**config.mk**
```make
export PLATFORM = sky130hd
export DESIGN_NAME = tile_viewport_scroll_controller
export DESIGN_NICKNAME = d
export VERILOG_FILES = /design/src/rtl/tvsc_pkg.sv /design/src/rtl/tvsc_place.sv /design/src/rtl/tile_viewport_scroll_controller.sv
export SDC_FILE = /design/constraint.sdc
export NUM_CORES = 1
export LEC_CHECK = 0
export BUFFER_PORTS_ARGS = -buffer_cell sky130_fd_sc_hd__buf_4
export CORE_MARGIN = 1.5
export CORE_UTILIZATION = 45
export CTS_CLUSTER_SIZE = 28
export DETAILED_ROUTE_END_ITERATION = 12
export PLACE_DENSITY = 0.74
export SLEW_MARGIN = 20
export SYNTH_ARGS = -nofsm -noshare
export SYNTH_HDL_FRONTEND = slang
export SYNTH_HIERARCHICAL = 1
export SYNTH_SLANG_ARGS = --single-unit
export TNS_END_PERCENT = 10
```
**constraint.sdc**
```tcl
create_clock -name clk -period 5.2 [get_ports clk]
set_input_delay 0.78 -clock clk [delete_from_list [all_inputs] [get_ports clk]]
set_output_delay 0.78 -clock clk [all_outputs]
set_load 0.01 [all_outputs]
```
**src/rtl/tvsc_pkg.sv**
```systemverilog
// ----------------------------------------------------------------------------
// tvsc_pkg
// Shared widths, command and redraw codes, and saturation helpers for the
// tile viewport scroll controller.
// ----------------------------------------------------------------------------
package tvsc_pkg;

	// field widths
	localparam int CMD_W    = 3;
	localparam int AMT_W    = 8;
	localparam int POS_W    = 12;
	localparam int TILE_W   = 8;
	localparam int FINE_W   = 6;
	localparam int REDRAW_W = 4;
	localparam int WORLD_W  = 15;

	// stream payload widths
	localparam int S_DATA_W = 32;
	localparam int M_DATA_W = 40;

	// configuration register indexes
	localparam int CFG_IDX_W = 1;
	localparam logic [CFG_IDX_W-1:0] REG_MAP_COLUMNS = 1'd0;
	localparam logic [CFG_IDX_W-1:0] REG_MAP_ROWS    = 1'd1;

	localparam logic [7:0] MAP_COLUMNS_RST = 8'd22;
	localparam logic [7:0] MAP_ROWS_RST    = 8'd15;

	// command codes
	localparam logic [CMD_W-1:0] CMD_UP    = 3'd0;
	localparam logic [CMD_W-1:0] CMD_DOWN  = 3'd1;
	localparam logic [CMD_W-1:0] CMD_LEFT  = 3'd2;
	localparam logic [CMD_W-1:0] CMD_RIGHT = 3'd3;
	localparam logic [CMD_W-1:0] CMD_FIX   = 3'd4;
	localparam logic [CMD_W-1:0] CMD_JUMP  = 3'd5;

	// redraw codes reported by the fix command
	localparam logic [REDRAW_W-1:0] RD_NONE       = 4'd0;
	localparam logic [REDRAW_W-1:0] RD_FULL       = 4'd1;
	localparam logic [REDRAW_W-1:0] RD_LEFT_UP    = 4'd2;
	localparam logic [REDRAW_W-1:0] RD_LEFT_DOWN  = 4'd3;
	localparam logic [REDRAW_W-1:0] RD_RIGHT_UP   = 4'd4;
	localparam logic [REDRAW_W-1:0] RD_RIGHT_DOWN = 4'd5;
	localparam logic [REDRAW_W-1:0] RD_LEFT       = 4'd6;
	localparam logic [REDRAW_W-1:0] RD_RIGHT      = 4'd7;
	localparam logic [REDRAW_W-1:0] RD_UP         = 4'd8;
	localparam logic [REDRAW_W-1:0] RD_DOWN       = 4'd9;

	// moved flag bits
	localparam int FLAG_LEFT  = 0;
	localparam int FLAG_RIGHT = 1;
	localparam int FLAG_UP    = 2;
	localparam int FLAG_DOWN  = 3;

	// offsets placed at the world limit
	localparam logic [FINE_W-1:0] EDGE_FINE_X = 6'd32;
	localparam logic [FINE_W-1:0] EDGE_FINE_Y = 6'd40;

	typedef logic signed [WORLD_W-1:0] world_t;

	// placed position of one axis
	typedef struct packed {
		logic [TILE_W-1:0] org;
		logic [FINE_W-1:0] off;
	} axis_pos_t;

	// clamp a world value into 0..4095
	function automatic logic [POS_W-1:0] sat12(input world_t v);
		logic [POS_W-1:0] r;
		if (v < 0)
			r = '0;
		else if (v > world_t'(4095))
			r = '1;
		else
			r = v[POS_W-1:0];
		return r;
	endfunction

	// clamp a world value into 0..255
	function automatic logic [TILE_W-1:0] sat8(input world_t v);
		logic [TILE_W-1:0] r;
		if (v < 0)
			r = '0;
		else if (v > world_t'(255))
			r = '1;
		else
			r = v[TILE_W-1:0];
		return r;
	endfunction

endpackage

```
**src/rtl/tvsc_place.sv**
```systemverilog
// ----------------------------------------------------------------------------
// tvsc_place
// Places one viewport axis on a world pixel: tile origin plus fine offset,
// with the origin pinned near the world limit.
// ----------------------------------------------------------------------------
module tvsc_place import tvsc_pkg::*; (
	input  logic [POS_W-1:0]  pix,      // world pixel on this axis
	input  world_t            lim,      // world limit on this axis
	input  logic [TILE_W-1:0] lim_org,  // origin used at the limit
	input  logic [FINE_W-1:0] edge_off, // offset used at the limit
	output axis_pos_t         pos
);

	world_t pix_s;

	assign pix_s = world_t'({3'b000, pix});

	// pick the near-zero, limit or interior placement
	always_comb begin
		if (pix[POS_W-1:4] == '0) begin
			pos.org = '0;
			pos.off = {2'b00, pix[3:0]};
		end else if (pix_s >= lim) begin
			pos.org = lim_org;
			pos.off = edge_off;
		end else begin
			pos.org = pix[POS_W-1:4] - 8'd1;
			pos.off = {2'b01, pix[3:0]};
		end
	end

endmodule

```
**src/rtl/tile_viewport_scroll_controller.sv**
```systemverilog
// ----------------------------------------------------------------------------
// tile_viewport_scroll_controller
// Tracks a tile-map viewport (tile origin plus fine offset) under scroll,
// fix and jump requests; one result per request.
// ----------------------------------------------------------------------------
// Output: each result is registered in the output register, or in the skid entry while the output stalls.
// Throughput: one request per cycle; the whole update is one pass of logic
// between the viewport registers and a two-entry result buffer, so input
// stalls only when both buffer entries hold untaken results.
// Reset: viewport, pending target and flags clear to zero; map_columns = 22,
// map_rows = 15; the result buffer empties.
// ----------------------------------------------------------------------------
module tile_viewport_scroll_controller import tvsc_pkg::*; (
	input  logic                 clk,
	input  logic                 arst_n,
	input  logic                 cfg_we,
	input  logic [CFG_IDX_W-1:0] cfg_index,
	input  logic [7:0]           cfg_data,
	input  logic                 s_tvalid,
	output logic                 s_tready,
	input  logic [S_DATA_W-1:0]  s_tdata,  // amount, target_x, target_y
	input  logic [CMD_W-1:0]     s_tuser,  // cmd
	output logic                 m_tvalid,
	input  logic                 m_tready,
	output logic [M_DATA_W-1:0]  m_tdata   // failed, tile_col, tile_row,
	                                       // fine_x, fine_y, redraw_case, pad
);

	// configuration and viewport state
	logic [7:0]          map_columns_q, map_rows_q;
	logic [TILE_W-1:0]   origin_col_q, origin_row_q;
	logic [FINE_W-1:0]   offset_x_q, offset_y_q;
	logic [POS_W-1:0]    pending_x_q, pending_y_q;
	logic                jump_pending_q;
	logic [3:0]          moved_flags_q;

	logic [TILE_W-1:0]   origin_col_d, origin_row_d;
	logic [FINE_W-1:0]   offset_x_d, offset_y_d;
	logic [POS_W-1:0]    pending_x_d, pending_y_d;
	logic                jump_pending_d;
	logic [3:0]          moved_flags_d;
	logic                failed_d;
	logic [REDRAW_W-1:0] redraw_d;

	// result buffer
	logic                out_v_q, skid_v_q;
	logic [M_DATA_W-1:0] out_q, skid_q;
	logic [M_DATA_W-1:0] result;

	logic                s_req;
	logic [CMD_W-1:0]    cmd;
	logic [AMT_W-1:0]    amount;
	logic [POS_W-1:0]    target_x, target_y;

	world_t              cols_s, rows_s, lim_x, lim_y, wx, wy, amt_s;
	world_t              lim_y_tile, wx_next, wy_next;
	logic [TILE_W-1:0]   lim_org_x, lim_org_y;
	logic [POS_W-1:0]    place_x, place_y;
	axis_pos_t           pos_x, pos_y;
	logic                small_v, small_h;

	assign cmd      = s_tuser;
	assign amount   = s_tdata[7:0];
	assign target_x = s_tdata[19:8];
	assign target_y = s_tdata[31:20];

	assign s_tready = !skid_v_q;
	assign s_req    = s_tvalid && s_tready;

	// world limits and the origins they pin
	assign cols_s = world_t'({7'b0, map_columns_q});
	assign rows_s = world_t'({7'b0, map_rows_q});
	assign lim_x  = (cols_s - world_t'(20)) <<< 4;
	assign lim_y  = ((rows_s - world_t'(12)) <<< 4) - world_t'(8);
	assign lim_y_tile = (map_rows_q >= 8'd13) ? rows_s - world_t'(13) : rows_s - world_t'(12);
	assign lim_org_x  = sat8(cols_s - world_t'(22));
	assign lim_org_y  = sat8(lim_y_tile - world_t'(2));

	// current world position
	assign wx    = world_t'({3'b0, origin_col_q, 4'b0000}) + world_t'({9'b0, offset_x_q});
	assign wy    = world_t'({3'b0, origin_row_q, 4'b0000}) + world_t'({9'b0, offset_y_q});
	assign amt_s = world_t'({7'b0, amount});

	assign small_v = (amount < 8'd16);
	assign small_h = (amount <= 8'd16);

	// jump source: pending target on fix, request target otherwise
	assign place_x = (cmd == CMD_FIX) ? pending_x_q : target_x;
	assign place_y = (cmd == CMD_FIX) ? pending_y_q : target_y;

	tvsc_place u_place_x (
		.pix      (place_x),
		.lim      (lim_x),
		.lim_org  (lim_org_x),
		.edge_off (EDGE_FINE_X),
		.pos      (pos_x)
	);

	tvsc_place u_place_y (
		.pix      (place_y),
		.lim      (lim_y),
		.lim_org  (lim_org_y),
		.edge_off (EDGE_FINE_Y),
		.pos      (pos_y)
	);

	// next viewport state for the request at the input
	always_comb begin
		origin_col_d   = origin_col_q;
		origin_row_d   = origin_row_q;
		offset_x_d     = offset_x_q;
		offset_y_d     = offset_y_q;
		pending_x_d    = pending_x_q;
		pending_y_d    = pending_y_q;
		jump_pending_d = jump_pending_q;
		moved_flags_d  = moved_flags_q;
		failed_d       = 1'b0;
		redraw_d       = RD_NONE;
		wx_next        = wx;
		wy_next        = wy;

		unique case (cmd)
			CMD_UP: begin
				if (!small_v) begin
					wy_next        = (wy - amt_s < 0) ? '0 : wy - amt_s;
					pending_x_d    = sat12(wx);
					pending_y_d    = sat12(wy_next);
					jump_pending_d = 1'b1;
				end else if ({2'b00, offset_y_q} >= amount) begin
					offset_y_d = offset_y_q - amount[FINE_W-1:0];
				end else if (origin_row_q != '0) begin
					origin_row_d           = origin_row_q - 8'd1;
					offset_y_d             = offset_y_q + 6'd16 - amount[FINE_W-1:0];
					moved_flags_d[FLAG_UP] = 1'b1;
				end else begin
					failed_d = 1'b1;
				end
			end
			CMD_DOWN: begin
				if (!small_v) begin
					wy_next        = (wy + amt_s < lim_y) ? wy + amt_s : lim_y;
					pending_x_d    = sat12(wx);
					pending_y_d    = sat12(wy_next);
					jump_pending_d = 1'b1;
				end else if ({2'b00, offset_y_q} + amount <= 8'd40) begin
					offset_y_d = offset_y_q + amount[FINE_W-1:0];
				end else if ({1'b0, origin_row_q} + 9'd15 < {1'b0, map_rows_q}) begin
					origin_row_d             = origin_row_q + 8'd1;
					offset_y_d               = offset_y_q - 6'd16 + amount[FINE_W-1:0];
					moved_flags_d[FLAG_DOWN] = 1'b1;
				end else begin
					failed_d = 1'b1;
				end
			end
			CMD_LEFT: begin
				if (!small_h) begin
					wx_next        = (wx - amt_s < 0) ? '0 : wx - amt_s;
					pending_x_d    = sat12(wx_next);
					pending_y_d    = sat12(wy);
					jump_pending_d = 1'b1;
				end else if ({2'b00, offset_x_q} >= amount) begin
					offset_x_d = offset_x_q - amount[FINE_W-1:0];
				end else if (origin_col_q != '0) begin
					origin_col_d             = origin_col_q - 8'd1;
					offset_x_d               = offset_x_q + 6'd16 - amount[FINE_W-1:0];
					moved_flags_d[FLAG_LEFT] = 1'b1;
				end else begin
					failed_d = 1'b1;
				end
			end
			CMD_RIGHT: begin
				if (!small_h) begin
					wx_next        = (wx + amt_s < lim_x) ? wx + amt_s : lim_x;
					pending_x_d    = sat12(wx_next);
					pending_y_d    = sat12(wy);
					jump_pending_d = 1'b1;
				end else if ({2'b00, offset_x_q} + amount <= 8'd32) begin
					offset_x_d = offset_x_q + amount[FINE_W-1:0];
				end else if ({1'b0, origin_col_q} + 9'd22 < {1'b0, map_columns_q}) begin
					origin_col_d              = origin_col_q + 8'd1;
					offset_x_d                = offset_x_q - 6'd16 + amount[FINE_W-1:0];
					moved_flags_d[FLAG_RIGHT] = 1'b1;
				end else begin
					failed_d = 1'b1;
				end
			end
			CMD_FIX: begin
				// report a full redraw on a pending jump, else corner cases ahead of single edges
				if (jump_pending_q) begin
					redraw_d     = RD_FULL;
					origin_col_d = pos_x.org;
					offset_x_d   = pos_x.off;
					origin_row_d = pos_y.org;
					offset_y_d   = pos_y.off;
				end else if (moved_flags_q[FLAG_LEFT] && moved_flags_q[FLAG_UP]) begin
					redraw_d = RD_LEFT_UP;
				end else if (moved_flags_q[FLAG_LEFT] && moved_flags_q[FLAG_DOWN]) begin
					redraw_d = RD_LEFT_DOWN;
				end else if (moved_flags_q[FLAG_RIGHT] && moved_flags_q[FLAG_UP]) begin
					redraw_d = RD_RIGHT_UP;
				end else if (moved_flags_q[FLAG_RIGHT] && moved_flags_q[FLAG_DOWN]) begin
					redraw_d = RD_RIGHT_DOWN;
				end else if (moved_flags_q[FLAG_LEFT]) begin
					redraw_d = RD_LEFT;
				end else if (moved_flags_q[FLAG_RIGHT]) begin
					redraw_d = RD_RIGHT;
				end else if (moved_flags_q[FLAG_UP]) begin
					redraw_d = RD_UP;
				end else if (moved_flags_q[FLAG_DOWN]) begin
					redraw_d = RD_DOWN;
				end
				moved_flags_d  = '0;
				jump_pending_d = 1'b0;
			end
			CMD_JUMP: begin
				origin_col_d = pos_x.org;
				offset_x_d   = pos_x.off;
				origin_row_d = pos_y.org;
				offset_y_d   = pos_y.off;
			end
			default: begin
				// unused codes leave the viewport alone
			end
		endcase
	end

	// pack the result fields from the lowest bit up
	assign result = {7'b0, redraw_d, offset_y_d, offset_x_d,
	                 origin_row_d, origin_col_d, failed_d};

	// write configuration registers
	always_ff @(posedge clk or negedge arst_n) begin
		if (!arst_n) begin
			map_columns_q <= MAP_COLUMNS_RST;
			map_rows_q    <= MAP_ROWS_RST;
		end else if (cfg_we) begin
			unique case (cfg_index)
				REG_MAP_COLUMNS: map_columns_q <= cfg_data;
				REG_MAP_ROWS:    map_rows_q    <= cfg_data;
				default: begin
				end
			endcase
		end
	end

	// advance the viewport state on each accepted request
	always_ff @(posedge clk or negedge arst_n) begin
		if (!arst_n) begin
			origin_col_q   <= '0;
			origin_row_q   <= '0;
			offset_x_q     <= '0;
			offset_y_q     <= '0;
			pending_x_q    <= '0;
			pending_y_q    <= '0;
			jump_pending_q <= 1'b0;
			moved_flags_q  <= '0;
		end else if (s_req) begin
			origin_col_q   <= origin_col_d;
			origin_row_q   <= origin_row_d;
			offset_x_q     <= offset_x_d;
			offset_y_q     <= offset_y_d;
			pending_x_q    <= pending_x_d;
			pending_y_q    <= pending_y_d;
			jump_pending_q <= jump_pending_d;
			moved_flags_q  <= moved_flags_d;
		end
	end

	// hold results in the output register, spill into the skid entry on stall
	always_ff @(posedge clk or negedge arst_n) begin
		if (!arst_n) begin
			out_v_q  <= 1'b0;
			skid_v_q <= 1'b0;
		end else if (!out_v_q || m_tready) begin
			out_v_q  <= skid_v_q || s_req;
			skid_v_q <= 1'b0;
		end else if (s_req) begin
			skid_v_q <= 1'b1;
		end
	end

	always_ff @(posedge clk) begin
		if (!out_v_q || m_tready) begin
			out_q <= skid_v_q ? skid_q : result;
		end else if (s_req) begin
			skid_q <= result;
		end
	end

	assign m_tvalid = out_v_q;
	assign m_tdata  = out_q;

endmodule
```
==> results of run 1 <==
-- routing by layer --
layer / vias up / part of all wire [%] / wire [um] / global-route usage, %
met1: 7616 / 42 / 23600 / 40.7
met3: 157 / 6.9 / 3910 / 4.29
met4: 0 / 5.5 / 3080 / 15.2
met2: 704 / 46 / 25900 / 49.9
li1: 7467 / - / - / -
met5: - / 0 / 0 / 0
-- cell usage in the layout, fill, tap and decap left out, drive strengths merged, types with 11 or more instances in the layout --
cell	instances
a211oi	22
a21o	21
a21oi	156
a31oi	40
and3	11
buf	187
clkbuf	18
conb	28
dfrtp	68
edfxtp	66
fa	22
ha	147
inv	145
mux2	38
mux2i	19
nand2	231
nand2b	26
nand3	37
nand4	13
nor2	168
nor2b	39
nor3	48
nor3b	13
nor4	12
o211ai	12
o21a	19
o21ai	139
o21bai	14
o22ai	14
o31ai	31
o32a	17
or3	16
xnor2	86
xor2	25
-- where the power goes --
part	switching [mW]	internal, mW
logic	3.54	2.39
registers	0.286	1.46
clock network	0.541	0.716
-- cell type report --
cell class,count,share of cell area (%)
Inverter,144,2.94
Clock inverter,14,0.856
Tap cell,461,3.13
Sequential cell,141,21.0
Clock buffer,18,2.33
Multi-Input combinational cell,1638,62.0
Timing Repair Buffer,187,7.71
-- worst max-delay path: cells and delay by family, from the launching register on --
family	cells	cell delay, ns
AO/OA/AOI/OAI	12	2.35
adder cells (fa/ha/maj)	5	1.49
XOR/XNOR	2	0.45
flip-flops	1	0.41
buffers and inverters	1	0.17
-- flip-flops by register name (all words and copies together) (netlist names) --
| register | flops |
|---|---|
| m_tdata | 33 |
| map_columns_q | 8 |
| skid_q | 33 |
| skid_v_q | 1 |
| jump_pending_q | 1 |
| origin_row_q | 8 |
| offset_x_q | 6 |
| pending_x_q | 12 |
| pending_y_q | 12 |
| offset_y_q | 6 |
| moved_flags_q | 4 |
| m_tvalid | 1 |
| map_rows_q | 8 |
| origin_col_q | 8 |
-- cell usage after synthesis, types with 29 or more instances --
master    number
a21oi_1      153
a31oi_1       40
clkbuf_1      80
dfrtp_1       68
edfxtp_1      66
ha_1         147
inv_1        139
mux2_2        29
nand2_1      229
nand3_1       36
nor2_1       166
nor2b_1       39
nor3_1        47
o21ai_0      121
o31ai_1       29
xnor2_1       86
-- worst max-delay path by stage --
stage / from / to / slack, ns / cells past startpoint
after floorplan: offset_x_q[4] / pending_x_q[0] / 0.13 / 21
after global placement: s_tdata[1] / pending_x_q[8] / 0.03 / 22
after detailed placement: s_tdata[1] / pending_x_q[5] / -0.05 / 22
after CTS: origin_col_q[1] / pending_x_q[5] / 0.003 / 21
after global routing: origin_row_q[0] / pending_y_q[9] / -0.06 / 20
final: origin_row_q[0] / pending_y_q[9] / 0.19 / 20
-- kinds of logic (layout without fill, tap and decap cells) --
kind of cell               after synthesis  count (layout)
AOI/OAI and AO/OA                      601             601
muxes                                   57              57
adders and majority gates              169             169
other                                    2              28
DFF                                    141             141
buffers and inverters                  258             363
and+or+nand+nor                        672             672
xor gates and xnor gates               111             111
-- metrics by stage --
stage / area [um^2] / instances / util, %
floorplan: 16200 / 2037 / -
global placement: 17700 / 2570 / 50.0
detailed placement: 17700 / 2570 / 50.0
CTS: 18300 / 2602 / 51.7
global route: 18400 / 2603 / 51.9
finish: 18400 / 2603 / 51.9
-- repair_timing --
item	in CTS	in global routing
endpoints found under the setup margin	0	33
resized for setup	0	15
buffers inserted	0	1
==> reports/metrics.cfg, run 1 <==
[timing]
finalSetupTns_ns=0
hold_violations=0
hold-worst-slack_ns=0.416
fin_crit_ns=5.01
clock.fmax_mhz=199
setup_viol=0
rsz0062_at_grt=true
fin_ws_ns=0.186
fin_crit_sh_pct=96.4
slew_headroom_pct=37.5
maxSlewViolCount=0
fin_worst_skew_ns=0.0110
worstMarginPinSlew_ns=0.936

[setup_path]
cp_max_fo=6
cp_slowest_cell=o41a_1
critPathCaptureType=register
slowest_delay_ns=0.49
rrSetupSlack_ns=0.19
critPathArrivalTime_ns=5.33
crit_type=register to register
cp.required_ns=5.52
crit_chain=ha_1 > fa_1 > xor2_2 > buf_4 > ha_1 > a21o_1 > a21oi_1 > a21oi_1 > xnor2_1 > ha_1 > a21o_1 > a211oi_1 > a21oi_1 > o21a_1 > o21ai_0 > ha_1 > a21oi_1 > a221o_1 > o21ai_1 > o41a_1
reg2reg_from=origin_row_q[0]
r2r_cells=20
startpoint_type=register
r2r_end=pending_y_q[9]

[layout]
syn2layout_area_growth_pct=14.0
fin_nets=2347
multiInputGateArea_um2=11400
layout-drive-gt1-share_pct=14.8
nFillCells=3420
seq_area_um2=3870
antennaDiodeCount=0

[placed_design]
dp_hpwl_mm=44.3
pre_cts_ws_ns=-0.0454
gp_congestion=1.04
io_buffers=83

[yosys]
synth_mux_area_share_pct=3.83
yosysTopAreaCell=edfxtp_1
synthArstFlopShare_pct=53.2
yosys.cell_types.count=110
yosys_most_used_dff=dfrtp_1
netlist_instances=2011
ys_seq_area_share_pct=24.0
synth-simple-area-share_pct=20.3
synth_compound_area_share_pct=25.2
synthesis.area_um2=16100
syn_avg_cell_area_um2=8.03
synthTopCellsByArea=edfxtp_1 (12%), ha_1 (11%), dfrtp_1 (11%)
synth_top_area_share_pct=12.3
synth_top_family_by_area=compound AO/OA/AOI/OAI gates
ys_ff_latch=141
synth_fa_ha_area_share_pct=14.1
yosysWarnings=6
synth_xor_area_share_pct=6.02
synth_edf_count=66

[clocking]
hold_buffers=0
cts_buffers=17
clk_pin_slew_ns=0.07
clock_latency_ns=0.45
root_buffer=clkbuf_16
cts_buffer_depth=2
cts_tree=built
htree_levels=4
cts_sinks=141

[grt]
grt_pass1_vias=15252
gr-usage-all-layers_pct=31.0
grt_start_max_net_pins=76
grt_pass1_wl_mm=87.3
antenna_found_initial=0
grt-ovfl-total=0

[floorplan]
dieWidth_um=192
die_area_um2=37000
io_pins=91
coreArea_um2=35500
dieHeight_um=192
initial_core_util_pct=45.5
row_count=69

[route]
drt_iter0_markers=1661
drt_wl_total_mm=56.5
vias_per_cell=6.13
post_drt_wl_per_cell_um=21.7
num_vias=15944
dr.pass1.iters=5
drc=0
antenna_left=0

[power_and_ir_drop]
cellPowerDensity_nw_per_um2=485
peakVddDrop_mv=0.287
p_leak_nw=7.93
finalPower_mw=8.94

[flow_run]
drv_cap=0

[hold_path]
hp-class=input pin to async pin

[outcome]
status=complete, no violations

Note: power is estimated with default switching activity, not from simulation.
==> run 2, diff against run 1 <==
- CELL_PAD_IN_SITES_DETAIL_PLACEMENT: not set -> 1
- CELL_PAD_IN_SITES_GLOBAL_PLACEMENT: not set -> 1
- CORE_UTILIZATION: 45 -> 38
- PLACE_DENSITY: 0.74 -> 0.79
==> run 2 against run 1 <==
Compared with the run above: die area rose by 18%; total power up 3.0%; utilization shrank 7.4 points; sequential cell count did not move; sequential share of layout area fell by 0.27 points; final area is 1.4% higher; largest cell class unchanged.
==> reports/metrics.cfg, run 2 (synthesized netlist as in run 1, its figures left out) <==
[route]
antenna_left=0  ; unchanged
vias_per_cell=6.00  ; -2.0%
drt_wl_total_mm=64.4  ; +14%
post_drt_wl_per_cell_um=23.9  ; +10%
drt_iter0_markers=952  ; -43%
num_vias=16204  ; +1.6%
dr.pass1.iters=5  ; unchanged
drc=0  ; unchanged

[clocking]
cts_sinks=141  ; unchanged
hold_buffers=0  ; unchanged
clock_latency_ns=0.46  ; about the same
cts_buffers=17  ; unchanged
cts_tree=built
clk_pin_slew_ns=0.07  ; about the same
cts_buffer_depth=2  ; unchanged
root_buffer=clkbuf_16
htree_levels=4  ; unchanged

[power_and_ir_drop]
p_leak_nw=8.00  ; +0.90%
internal-power_mw=4.62  ; +1.2%
seqPwrFrac_pct=19.0  ; -0.6 points
peakVddDrop_mv=0.259  ; -9.8%
finalPower_mw=9.21  ; +3.0%
power.net_switching_mw=4.58  ; +4.9%
p_sw_share_pct=49.8  ; +0.89 points
pwr-share-comb_pct=66.6  ; +0.2 points
cellPowerDensity_nw_per_um2=493  ; +1.6%
clkPwrFrac_pct=14.4  ; +0.3 points

[placed_design]
place_inst=2661  ; +3.5%
pre_cts_ws_ns=-0.0449  ; +0.000514 ns
gp_congestion=0.984  ; -5.2%
io_buffers=83  ; unchanged
postPlaceCellArea_um2=17900  ; +1.1%
dp_hpwl_mm=51.2  ; +16%

[setup_path]
critPathMostFrequentCell=o21ai_0
crit_chain=ha_1 > nor4b_1 > buf_4 > nand2_1 > a32oi_1 > xnor2_1 > inv_1 > inv_1 > ha_1 > o21ai_0 > nor2_1 > a311oi_2 > a21oi_2 > nand2_2 > buf_4 > mux2_1 > nand2_1 > o21ai_0 > a221oi_1 > o21ai_0 > a31o_1 > a21boi_0
cp.required_ns=5.35  ; -0.17 ns
cp_slowest_cell=dfstp_2
startpoint_type=register
slowest_delay_ns=0.54  ; +0.05 ns
critPathCaptureType=register
crit_family=compound AO/OA/AOI/OAI gates
critPathArrivalTime_ns=5.17  ; -0.16 ns
crit_type=register to register
cp_num_buf_inv=4  ; +3
cp_max_fo=5  ; -1

[grt]
grt_start_max_net_pins=63  ; -17%
grt_pass1_vias=17076  ; +12%
gr-usage-all-layers_pct=29.8  ; -1.2 points
grt_pass1_wl_mm=99.9  ; +15%
grt-ovfl-total=0  ; unchanged
antenna_found_initial=1  ; +1

[layout]
fin_nets=2361  ; +0.60%
fin_area_um2=18700  ; +1.4%
final_cells=2699  ; +3.7%
layout-drive-gt1-share_pct=15.6  ; +0.83 points
final_cell_mix=nand2_1 (229), buf_4 (200), nor2_1 (164)
multiInputGateArea_um2=11400  ; +0.14%
layout_commonest_cell=nand2_1
syn2layout_area_growth_pct=15.6
seq_area_um2=3870  ; about the same
nFillCells=5068  ; +48%

[timing]
clock.fmax_mhz=199  ; -0.10%
setup_viol=0  ; unchanged
fin_ws_ns=0.181  ; -0.00521 ns
fin_worst_skew_ns=0.0171  ; +0.00614 ns
hold_violations=0  ; unchanged
fin_crit_sh_pct=96.5  ; +0.10 points
slew_headroom_pct=38.5  ; +1.0 points
fin_crit_ns=5.02  ; +0.00521 ns
worstMarginPinSlew_ns=0.920  ; -0.0155 ns
rsz0062_at_grt=true
maxSlewViolCount=0  ; unchanged

[hold_path]
hp-class=input pin to async pin

[outcome]
status=complete, no violations

[floorplan]
row_count=75  ; +8.7%
initial_core_util_pct=38.5  ; -7.0 points
io_pins=91  ; unchanged
die_area_um2=43700  ; +18%
dieWidth_um=209  ; +8.7%
coreArea_um2=41900  ; +18%
dieHeight_um=209  ; +8.7%

[flow_run]
drv_cap=0  ; unchanged

==> run 2: routing by layer <==
metal,GRT usage (%),wire length [um]
met1,35.5,26200
met3,2.89,2490
met4,18.6,4130
met2,51.4,31600
met5,0,0
==> run 2: final cells by class <==
class / count / area share, %
Tap cell: 539 / 3.61
Sequential cell: 141 / 20.7
Timing Repair Buffer: 201 / 8.15
Antenna cell: 4 / 0.0536
Multi-Input combinational cell: 1638 / 61.3
Clock buffer: 18 / 2.35
Clock inverter: 14 / 0.919
Inverter: 144 / 2.90
==> run 2: worst paths after layout <==
kind	startpoint	end	slack, ns	cells past startpoint
max	map_rows_q[2]	skid_q[26]	0.18	22
min	arst_n	origin_col_q[5]	0.25	1
max reg2reg	map_rows_q[2]	skid_q[26]	0.18	22
min reg2reg	pending_y_q[11]	pending_y_q[11]	0.50	1
max in group asynchronous	arst_n	pending_y_q[9]	3.86	2
min in group clk	pending_y_q[11]	pending_y_q[11]	0.50	1
==> run 2: stage by stage <==
step           util, %  hold slack [ns]  setup TNS (ns)
2_1_floorplan        -            0.470               0
3_5_place_dp      42.8            0.491          -0.100
4_1_cts           44.2            0.246               0
6_report          44.5            0.247               0
3_3_place_gp      42.8            0.485               0
5_1_grt           44.5            0.271          -0.250
==> run 2: repair_timing <==
action | 4_1_cts | 5_1_grt
buffers inserted | 0 | 2
pin swaps | 0 | 3
gates resized for setup | 1 | 18
gates cloned | 0 | 0
setup endpoints to repair | 6 | 33
==> run 2: power groups by stage <==
stage | combinational [mW] | sequential (mW) | clock [mW]
6_report | 6.13 | 1.75 | 1.33
5_1_grt | 6.69 | 1.78 | 1.39
4_1_cts | 6.01 | 1.74 | 1.35
3_5_place_dp | 5.96 | 1.76 | 0
3_3_place_gp | 5.77 | 1.74 | 0
2_1_floorplan | 4.02 | 1.66 | 0
==> run 2: worst register-to-register path: stages (launching register included) <==
cell	delay [ns]
dfstp_2	0.54
ha_1	0.31
nor4b_1	0.31
buf_4	0.18
nand2_1	0.05
a32oi_1	0.24
xnor2_1	0.25
inv_1	0.08
inv_1	0.07
ha_1	0.23
o21ai_0	0.18
nor2_1	0.08
a311oi_2	0.31
a21oi_2	0.15
nand2_2	0.14
buf_4	0.15
mux2_1	0.42
nand2_1	0.08
o21ai_0	0.09
a221oi_1	0.29
o21ai_0	0.18
a31o_1	0.26
a21boi_0	0.14
==> run 3, diff against run 2 <==
- SETUP_SLACK_MARGIN: not set -> 0.5
==> run 3 against run 2 <==
Compared with the run above: total power rose by 5.4%; worst hold slack better by 0.0094 ns; clock skew fell by 0.00071 ns; critical endpoint is now pending_x_q[7]; die area unchanged; worst setup slack better by 0.32 ns; highest routed layer unchanged; combinational power rose by 9.8%; critical path type unchanged; wire length grew 0.48%; utilization increased by 1.8 points; clock power down 8%; first-iteration DRC count increased by 18%; sequential cell count unchanged; sequential share of layout area down 0.78 points.
==> reports/metrics.cfg, run 3 (synthesized netlist as in run 1, its figures left out) <==
[setup_path]
critPathCaptureType=register
cp_max_fo=7  ; +2
reg2reg_from=offset_x_q[4]
startpoint_type=register
cp_num_buf_inv=2  ; -2
crit_chain=ha_4 > fa_2 > buf_6 > ha_4 > nor3b_2 > a2111oi_4 > nor2_2 > xnor2_2 > ha_1 > a21oi_1 > nor2b_1 > a2111oi_2 > o31ai_2 > nand2_1 > ha_4 > o21ai_4 > a21oi_4 > nor2b_4 > buf_4 > o211ai_1 > o32a_1
cp.required_ns=5.55  ; +0.20 ns
critPathArrivalTime_ns=5.05  ; -0.12 ns
crit_type=register to register
crit_family=adder cells
cp_slowest_cell=fa_2
startpoint=offset_x_q[4]
critPathMostFrequentCell=ha_4
slowest_delay_ns=0.53  ; about the same

[floorplan]
dieHeight_um=209  ; unchanged
initial_core_util_pct=38.5  ; unchanged
die_area_um2=43700  ; unchanged
coreArea_um2=41900  ; unchanged
row_count=75  ; unchanged
dieWidth_um=209  ; unchanged
io_pins=91  ; unchanged

[placed_design]
io_buffers=83  ; unchanged
gp_congestion=0.959  ; -2.5%
dp_hpwl_mm=49.7  ; -3.0%
place_inst=2643  ; -0.68%
pre_cts_ws_ns=0.0825  ; +0.127 ns

[grt]
gr-usage-all-layers_pct=29.2  ; -0.60 points
antenna_found_initial=0  ; -1
grt-ovfl-total=0  ; unchanged
grt_pass1_wl_mm=98.3  ; -1.6%
grt_start_max_net_pins=51  ; -19%
grt_pass1_vias=16884  ; -1.1%

[timing]
clock.fmax_mhz=213  ; +6.8%
rsz0062_at_grt=true
maxSlewViolCount=0  ; unchanged
finalSetupTns_ns=0  ; unchanged
worstMarginPinSlew_ns=0.982  ; +0.0613 ns
fin_crit_sh_pct=90.4  ; -6.1 points
fin_crit_ns=4.70  ; -0.319 ns
slew_headroom_pct=34.4  ; -4.1 points
fin_ws_ns=0.500  ; +0.319 ns
hold_violations=0  ; unchanged
fin_worst_skew_ns=0.0164  ; -0.000711 ns
setup_viol=0  ; unchanged

[layout]
final_cells=2719  ; +0.74%
multiInputGateArea_um2=12000  ; +4.8%
layout_commonest_cell=nand2_1
fin_nets=2385  ; +1.0%
syn2layout_area_growth_pct=20.2
antennaDiodeCount=0  ; -4
final_cell_mix=nand2_1 (226), buf_4 (218), nor2_1 (158)
seq_area_um2=3870  ; about the same
nFillCells=5068  ; unchanged
layout-drive-gt1-share_pct=19.8  ; +4.2 points

[outcome]
status=complete, no violations

[power_and_ir_drop]
cellPowerDensity_nw_per_um2=500  ; +1.4%
peakVddDrop_mv=0.273  ; +5.4%
p_leak_nw=8.24  ; +3.0%

[clocking]
cts_buffer_depth=2  ; unchanged
root_buffer=clkbuf_16
clk_pin_slew_ns=0.07  ; about the same
clock_latency_ns=0.46  ; about the same
cts_tree=built
cts_buffers=17  ; unchanged
cts_sinks=141  ; unchanged
htree_levels=4  ; unchanged
hold_buffers=0  ; unchanged

[route]
post_drt_wl_per_cell_um=23.8  ; -0.26%
num_vias=16450  ; +1.5%
antenna_left=0  ; unchanged
drt_iter0_markers=1120  ; +18%
dr.pass1.iters=5  ; unchanged
vias_per_cell=6.05  ; +0.77%
drc=0  ; unchanged
drt_wl_total_mm=64.7  ; +0.48%

[flow_run]
drv_cap=0  ; unchanged

[hold_path]
hp-class=input pin to async pin

run 3: cell types whose count changed in the layout (fill, tap and decap cells not counted), moves of 4 or more:
cell     previous run  this run
o21ai_1            16        20
xnor2_1            84        73
diode_2             4         0
a21oi_1           153       146
a21oi_2             3         9
ha_1              144       132
nor2_2              4         9
xnor2_2             2        12
buf_4             200       218
nor2_1            164       158
o21ai_0           120       114
ha_4                1        12
run 3: routing by layer:
layer | up-vias | part of all wire (%) | track usage (%)
met1 | 8219 | 40 | 35.0
met2 | 540 | 49 | 50.6
met3 | 170 | 4.3 | 3.26
met5 | - | 0 | 0
met4 | 0 | 6.0 | 16.5
li1 | 7521 | - | -
run 3: area by class of cell:
cell class	instances	area share, %
clock buffers	18	2.21
clock inverters	14	0.703
inverters	144	2.85
multi-input cells	1638	61.8
flip-flops and latches	141	19.9
well taps	539	3.47
repair buffers	225	9.05
run 3: through the flow:
step	hold WS [ns]	power [mW]	utilization (%)	cell area, um^2
after global routing	0.270	10.3	46.3	19400
final	0.256	9.70	46.3	19400
after global placement	0.485	7.46	42.6	17900
after detailed placement	0.494	7.65	42.6	17900
after CTS	0.251	9.09	44.7	18700
after floorplan	0.470	5.74	-	16300
run 3: power breakdown:
part	switching (mW)	total, mW	internal (mW)
Combinational	3.94	6.73	2.79
Clock	0.563	1.23	0.668
Sequential	0.278	1.74	1.46
run 3: timing repair:
item,4_1_cts,5_1_grt
endpoints found under the setup margin,39,64
pin swaps,9,44
cloned,0,1
setup buffers,11,32
gates resized for setup,38,77
run 3: path summary, 6_finish.rpt:
check / to / slack [ns] / cells after the start
hold reg to reg: pending_y_q[11] / 0.51 / 1
setup / recovery: pending_x_q[7] / 0.50 / 21
max in group asynchronous: pending_y_q[4] / 3.87 / 2
min in group clk: pending_y_q[11] / 0.51 / 1
hold / removal: origin_col_q[5] / 0.26 / 1
setup reg to reg: pending_x_q[7] / 0.50 / 21
